===== config.mk =====
export PLATFORM = sky130hd
export DESIGN_NAME = psflm_update
export DESIGN_NICKNAME = d
export VERILOG_FILES = /design/src/rtl/psflm_pkg.sv /design/src/rtl/psflm_update.sv
export SDC_FILE = /design/constraint.sdc
export NUM_CORES = 1
export LEC_CHECK = 0
export BUFFER_PORTS_ARGS = -buffer_cell sky130_fd_sc_hd__buf_2
export CORE_AREA = 2 2 320 322
export DETAILED_ROUTE_END_ITERATION = 16
export DIE_AREA = 0 0 322 324
export GPL_TIMING_DRIVEN = 0
export PLACE_DENSITY = 0.32
export SLEW_MARGIN = 20
export SYNTH_ARGS = -nofsm -noshare
export SYNTH_HDL_FRONTEND = slang
export SYNTH_SLANG_ARGS = --single-unit

===== constraint.sdc =====
create_clock -name vclk -period 3.6
set_input_delay 0.18 -clock vclk [all_inputs]
set_output_delay 0.18 -clock vclk [all_outputs]
set_load 0.05 [all_outputs]

===== src/rtl/psflm_pkg.sv =====
package psflm_pkg;

    localparam int NODES     = 64;
    localparam int NODE_BITS = $clog2(NODES);
    localparam int TIME_BITS = 32;
    localparam int CNT_BITS  = 32;
    localparam int SUM_BITS  = 48;
    localparam int SRC_BITS  = 7;
    localparam int CFG_IDX_BITS = 1;

    localparam logic [CFG_IDX_BITS-1:0] CFG_WARM_UP      = 1'd0;
    localparam logic [CFG_IDX_BITS-1:0] CFG_RESET_OFFSET = 1'd1;

    typedef enum logic {
        S_IDLE,
        S_CALC
    } t_state;

    typedef struct packed {
        logic [CNT_BITS-1:0]  count;
        logic [SUM_BITS-1:0]  delay_sum;
        logic [TIME_BITS-1:0] max_delay;
        logic [CNT_BITS-1:0]  local_count;
        logic [SUM_BITS-1:0]  local_sum;
        logic [TIME_BITS-1:0] last_time;
    } t_entry;

    typedef struct packed {
        logic [CNT_BITS-1:0]  count;
        logic [SUM_BITS-1:0]  delay_sum;
        logic [TIME_BITS-1:0] max_delay;
        logic [SRC_BITS-1:0]  sources;
        logic [CNT_BITS-1:0]  local_count;
    } t_totals;

    // flit attributes captured at the input transfer
    typedef struct packed {
        logic                 take;
        logic                 is_local;
        logic [TIME_BITS-1:0] delay;
        logic [TIME_BITS-1:0] last_time;
    } t_flit;

endpackage


===== src/rtl/psflm_update.sv =====
module psflm_update (
    input  psflm_pkg::t_flit   i_flit,
    input  logic               i_entry_valid,
    input  psflm_pkg::t_entry  i_entry,
    input  psflm_pkg::t_totals i_totals,
    output psflm_pkg::t_entry  o_entry,
    output psflm_pkg::t_totals o_totals
);

    logic [psflm_pkg::SUM_BITS:0] ent_sum;
    logic [psflm_pkg::SUM_BITS:0] ent_lsum;
    logic [psflm_pkg::SUM_BITS:0] tot_sum;
    logic [psflm_pkg::SUM_BITS-1:0] delay_ext;

    assign delay_ext = {{(psflm_pkg::SUM_BITS - psflm_pkg::TIME_BITS){1'b0}}, i_flit.delay};
    assign ent_sum   = {1'b0, i_entry.delay_sum} + {1'b0, delay_ext};
    assign ent_lsum  = {1'b0, i_entry.local_sum} + {1'b0, delay_ext};
    assign tot_sum   = {1'b0, i_totals.delay_sum} + {1'b0, delay_ext};

    always_comb begin
        o_entry  = i_entry;
        o_totals = i_totals;
        if (i_flit.take) begin
            if (i_entry.count != '1) begin
                o_entry.count = i_entry.count + 1'b1;
            end
            o_entry.delay_sum = ent_sum[psflm_pkg::SUM_BITS] ? '1
                                : ent_sum[psflm_pkg::SUM_BITS-1:0];
            if (i_flit.delay > i_entry.max_delay) begin
                o_entry.max_delay = i_flit.delay;
            end
            o_entry.last_time = i_flit.last_time;

            if (i_totals.count != '1) begin
                o_totals.count = i_totals.count + 1'b1;
            end
            o_totals.delay_sum = tot_sum[psflm_pkg::SUM_BITS] ? '1
                                 : tot_sum[psflm_pkg::SUM_BITS-1:0];
            if (i_flit.delay > i_totals.max_delay) begin
                o_totals.max_delay = i_flit.delay;
            end
            if (!i_entry_valid && (i_totals.sources != '1)) begin
                o_totals.sources = i_totals.sources + 1'b1;
            end

            if (i_flit.is_local) begin
                if (i_entry.local_count != '1) begin
                    o_entry.local_count = i_entry.local_count + 1'b1;
                end
                o_entry.local_sum = ent_lsum[psflm_pkg::SUM_BITS] ? '1
                                    : ent_lsum[psflm_pkg::SUM_BITS-1:0];
                if (i_totals.local_count != '1) begin
                    o_totals.local_count = i_totals.local_count + 1'b1;
                end
            end
        end
    end

endmodule


==> summary.md, run 1 <==
| Metric | Value |
|---|---|
| Crit share post-route | 97.5% |
| Row count | 117 |
| Die footprint | 104000 um^2 |
| Synth area leader | ha_1 |
| Total track usage | between 15 and 20% |
| Outcome | complete, no violations |
| Psw | 2940 uW |
| Placed cell count | 3999 |
| Final setup viols | 0 |
| Buf+Inv Stages, Crit Path | 4 |
| Hold depth | 3 |
| Cell Chain, Critical Path | buf_4, ha_4, fa_2, a211o_1, a211o_1, and4b_4, o31ai_4, a21oi_2, a21o_1, and2_4, buf_6, buf_12, nor2_2, a21oi_1, buf_4 |
| Post-route insts no fill | 4034 |
| Global-route wire length before repair | around 130000 um |
| Worst vdd ir | roughly 0.095 mV |
| Vias in the first global route | 17400 |
| Final hold slack | 716 ps |
| Filler cell count | 11800 |
| Crit Path Max Fanout | 10 |
| Die H | 324 um |
| FF/Latch Area | 0 um^2 |
| Final Max Tran Viols | 0 |
| Hold path start | i_totals[135] |
| Clock power share | 0% |
| Post-detailed-route count of antenna-violating nets | 0 |
| Critical Path RT | 3420 ps |
| Post-Syn Instances | 1873 |
| Initial antenna violation count | 38 |
| Top delay family on crit path | compound AO/OA/AOI/OAI gates |
| IO Port Bufs | 817 |
| FFs & Latches | 0 |
| Largest net degree at the start of global routing | 11 |
| Worst setup EP type | output port |
| CP peak stage delay | 370 ps |
| Avg Cell Area, Syn | 6.86 um^2 |
| GRT Residual Overflow | 0 |
| Internal power | 1270 uW |
| Drt drc | 0 |
| Starting Density | 12.7% |
| Power per cell area | 218 nW/um^2 |
| Switching portion of total power | between 60% and 70% |
| Register area share after synthesis | 0% |
| Layout cell share with drive strength beyond 1 | 39.4% |
| Flop pwr share | 0% |
| Vias | 17400 |
| Tightest Hold Check Type | in -> out |
| Area share of the largest cell type after synthesis | between 10% and 20% |
| I/O Pins | 817 |
| Library cells used by synthesis | 85 |
| Rel. slew slack | 34.9% |
| Fmax | 285 MHz |
| Core area | 101000 um^2 |
| Worst Path Class, Setup | in -> out |
| Yosys Warn Count | 0 |
| Post-DR vias/cell | 4.32 |
| Clkbuf count | 0 |
| CP Launch Type | primary input |
| Commonest non-fill, non-tap cell in the layout | buf_2 |
| Die W | 322 um |
| Routability Congestion | 0.843 |
| Cell area after synthesis | 12900 um^2 |
| Detailed Place HPWL | 83700 um |
| CP max-delay cell | fa_2 |
| Top post-synthesis cells by area | ha_1, xnor2_1, mux2_2 |
| Iter 0 DRT Violations | 817 |
| Final core occ | 19.1% |
| Most frequent cells in the layout | buf_2, nor2_1, nand2_1 |
| Mapped Nets | 2483 |
| WHS Endpoint | o_totals[135] |
| TNS Setup | 0 ps |
| DR WL/cell | about 23 um |
| Worst-Margin Slew | 966 ps |
| Final critical-path required period | 3510 ps |
| Fin nets | around 3300 |
| Leak Pwr | 0.00920 uW |
| Max-cap violations | 0 |
| Synth-to-Final Area Change | 50.2% |
| Routed wire length | 93800 um |
| 1st-pass router iterations | 5 |
| CP Data Arrival Time | 3330 ps |
| Final hold violation count | 0 |
| Combinational share of power | 100.0% |
==> power by group through the flow <==
stage / Sequential (uW) / Combinational, uW / Clock [uW]
finish: 0 / 4220 / 0.000236
global route: 0 / 4520 / 0.000261
CTS: 0 / 4210 / 0
detailed placement: 0 / 4100 / 0
global placement: 0 / 4130 / 0
floorplan: 0 / 2720 / 0
==> synthesized netlist by cell type (all sizes together) (45+ instances only) <==
master  number
nand4       77
ha         165
nand2      167
xnor2      146
a31oi       71
and3        45
nand3       81
xor2        83
mux2       109
inv        100
a21oi      161
a21o        74
o21ai       62
nor2       188
==> repair_timing <==
| item | CTS | global route |
|---|---|---|
| pin swaps | 15 | 9 |
| endpoints found under the setup margin | 201 | 73 |
| hold buffers | 0 | 0 |
| buffers inserted | 13 | 6 |
| gates resized for setup | 81 | 62 |
==> logic make-up (layout without fill, tap and decap cells) <==
family,after synthesis,after routing,synth area share (%)
xor+xnor,229,229,15.6
fa+ha+maj,168,168,16.5
buf+inv,166,1002,5.61
simple gates,692,692,26.6
mux,110,110,9.63
other cells,0,16,0
compound gates,508,508,26.0
==> area by class of cell <==
cell class / instances / area [um^2] / area share (%)
antenna: 16 / 40.0 / 0.207
buffer: 65 / 394 / 2.04
inverter: 101 / 380 / 1.97
multi-input combinational: 1707 / 12500 / 64.6
tap: 1309 / 1640 / 8.49
timing repair buffer: 836 / 4380 / 22.7
==> worst max-delay path by stage <==
stage / from / end / slack (ps) / cells past startpoint
global placement: i_flit[32] / o_totals[93] / -1030 / 13
global route: i_flit[63] / o_totals[45] / -50 / 11
floorplan: i_flit[32] / o_entry[184] / 10 / 12
CTS: i_flit[32] / o_entry[41] / 3 / 14
detailed placement: i_flit[32] / o_totals[93] / -1030 / 13
finish: i_flit[32] / o_entry[161] / 90 / 15
==> worst min-delay path, delay by kind of cell <==
| family | cells | cell delay, ps |
|---|---|---|
| xor gates and xnor gates | 1 | 60 |
| buffers and inverters | 2 | 290 |
==> layer usage <==
layer  up-vias  wire [um]  track usage (%)
met5         -         84                0
met4        14       1320             2.32
met3        62       4930             2.72
met2       495      44900             28.6
met1      8243      42700             22.3
li1       8609          -                -
==> metrics by stage <==
step | total power, uW | instance area [um^2] | setup slack [ps]
3_3_place_gp | 4130 | 18600 | -1030
3_5_place_dp | 4100 | 18600 | -1030
6_report | 4220 | 19300 | 88.5
4_1_cts | 4210 | 19000 | 3.18
5_1_grt | 4520 | 19300 | -50.8
2_1_floorplan | 2720 | 12900 | 13.3
No activity file was read; power rests on OpenSTA's default activity.
==> run 2: changes to the inputs <==
==> constraint.sdc (replaced) <==
create_clock -name vclk -period 3.4
set_input_delay 0.17 -clock vclk [all_inputs]
set_output_delay 0.17 -clock vclk [all_outputs]
set_load 0.05 [all_outputs]
==> run 2 against run 1 <==
  * The run now ends with negative setup slack left
  * Flip-flop and latch count unchanged
  * Highest routed layer unchanged
  * Final cell count did not move
  * Combinational power increased by 10%
  * Count of clock-buffer cells in the layout is the same
  * Sequential share of layout area did not move
  * Critical endpoint is now o_entry[184]
  * Wire length is 0.48% higher
  * Setup slack worse by 120 ps
  * Power grew 10%
  * Die area did not move
==> summary.md, run 2 (same netlist as run 1, synthesis figures left out) <==
| Metric | Value |
|---|---|
| Outcome | complete, but fails checks (was complete, no violations) |
| Failing checks | negative setup slack |
| Buf+Inv Stages, Crit Path | 4 (unchanged) |
| Vias | 17600 (was 17400) |
| Worst vdd ir | 0.0884 mV (was 0.0945 mV) |
| WHS Endpoint | o_entry[190] (was o_totals[135]) |
| CP peak stage delay | 390 ps (was 370 ps) |
| Final Max Tran Viols | 0 (unchanged) |
| Starting Density | 12.7% (unchanged) |
| Worst setup EP type | output port (unchanged) |
| Die footprint | 104000 um^2 (unchanged) |
| Max-cap violations | 0 (unchanged) |
| Post-DP Area | 18600 um^2 (about the same) |
| FFs & Latches | 0 (unchanged) |
| Hold path start | i_entry[190] (was i_totals[135]) |
| Iter 0 DRT Violations | 846 (was 817) |
| Cell Chain, Critical Path | buf_12, ha_4, fa_2, a211o_1, a211o_1, and4b_4, o31ai_4, a21oi_2, a21o_1, buf_6, and2_4, buf_8, nor2b_4, a31oi_2, buf_6 (was buf_4, ha_4, fa_2, a211o_1, a211o_1, and4b_4, o31ai_4, a21oi_2, a21o_1, and2_4, buf_6, buf_12, nor2_2, a21oi_1, buf_4) |
| Commonest non-fill, non-tap cell in the layout | buf_2 (unchanged) |
| Worst-Margin Slew | 953 ps (was 966 ps) |
| CP max-delay cell | fa_2 (unchanged) |
| Synth-to-Final Area Change | 56.4% (was 50.2%) |
| Tightest Hold Check Type | in -> out (unchanged) |
| 1st-pass router iterations | 7 (was 5) |
| Post-DR vias/cell | 4.36 (was 4.32) |
| Detailed Place HPWL | 83900 um (was 83700 um) |
| Leak Pwr | 0.00942 uW (was 0.00920 uW) |
| Final setup viols | 5 (was 0) |
| CP Launch Type | primary input (unchanged) |
| IO Port Bufs | 817 (unchanged) |
| Largest net degree at the start of global routing | 11 (unchanged) |
| Worst setup margin | -31.2 ps (was 88.5 ps) |
| Crit Path Max Fanout | 10 (unchanged) |
| Routability Congestion | 0.877 (was 0.843) |
| Drt drc | 0 (unchanged) |
| Fmax | just under 300 MHz |
| Row count | 117 (unchanged) |
| Final hold slack | 691 ps (was 716 ps) |
| Filler cell count | 11700 (was 11800) |
| Layout cell share with drive strength beyond 1 | 42.0% (was 39.4%) |
| Core area | 101000 um^2 (unchanged) |
| CP Data Arrival Time | 3260 ps (was 3330 ps) |
| Vias in the first global route | 17200 (was 17400) |
| Final core occ | 19.9% (was 19.1%) |
| Top delay family on crit path | compound AO/OA/AOI/OAI gates (unchanged) |
| Worst Path Class, Setup | in -> out (unchanged) |
| Design Power | 4650 uW (was 4220 uW) |
| Initial antenna violation count | 36 (was 38) |
| RSZ-0062 raised after global routing | true |
| Rel. slew slack | 36.0% (was 34.9%) |
| Critical Path RT | 3230 ps (was 3420 ps) |
| Clkbuf count | 0 (unchanged) |
| DR WL/cell | 23.4 um (was 23.3 um) |
| Post-detailed-route count of antenna-violating nets | 0 (unchanged) |
| Most frequent cells in the layout | buf_2, nor2_1, nand2_1 (unchanged) |
| Power per cell area | 231 nW/um^2 (was 218 nW/um^2) |
| Hold depth | 3 (unchanged) |
| Post-layout instance area | 20100 um^2 (was 19300 um^2) |
| Fin nets | 3329 (was 3321) |
| Die W | 322 um (unchanged) |
| I/O Pins | 817 (unchanged) |
| Die H | 324 um (unchanged) |
| GRT Residual Overflow | 0 (unchanged) |
| FF/Latch Area | 0 um^2 (unchanged) |
| Global-route wire length before repair | 127000 um (about the same) |
| Crit share post-route | 101% |
| Final hold violation count | 0 (unchanged) |
| Final critical-path required period | around 3400 ps |
| Total track usage | 16.7% (about the same) |
| Routed wire length | 94300 um (was 93800 um) |
[run 2: area by class of cell]
cell class / instances / area [um^2] / area share (%)
antenna: 8 / 20.0 / 0.0996
buffer: 63 / 432 / 2.15
inverter: 101 / 380 / 1.89
multi-input combinational: 1707 / 12800 / 63.9
tap: 1309 / 1640 / 8.15
timing repair buffer: 846 / 4780 / 23.8
[run 2: where the power goes]
| group | total, uW | leakage, uW | internal (uW) | switching [uW] |
|---|---|---|---|---|
| Sequential | 0 | 0 | 0 | 0 |
| Clock | 0.000124 | 0.0000000507 | 0.000124 | 0 |
| Combinational | 4650 | 0.00942 | 1480 | 3170 |
[run 2: layer usage]
| layer | GRT usage [%] | part of all wire [%] | vias to the layer above |
|---|---|---|---|
| li1 | - | - | 8622 |
| met1 | 22.4 | 45 | 8339 |
| met2 | 28.6 | 48 | 532 |
| met3 | 2.90 | 5.8 | 70 |
| met4 | 1.82 | 1.2 | 12 |
| met5 | 0 | 0.077 | - |
[run 2: worst max path at each step]
stage                          to        from  depth (start not counted)
finish               o_entry[184]  i_flit[32]                         15
global route         o_entry[184]  i_flit[32]                         15
CTS                  o_entry[174]  i_flit[32]                         14
detailed placement  o_totals[114]  i_flit[32]                         13
global placement    o_totals[114]  i_flit[32]                         13
floorplan            o_entry[176]  i_flit[32]                         12
[run 2: through the flow]
stage                     setup TNS [ps]  setup WS, ps  instances
final                              -59.3         -31.2       4034
after global placement           -130820         -1210       3999
after global routing               -2660          -129       4028
after CTS                          -1300         -95.6       4023
after floorplan                     -766          -128       1873
after detailed placement         -124220         -1180       3999
[run 2: what timing repair did]
action | 4_1_cts | 5_1_grt
setup buffers | 22 | 5
setup endpoints to repair | 213 | 154
hold buffers | 0 | 0
pin swaps | 43 | 22
cloned | 2 | 0
resized for setup | 229 | 133
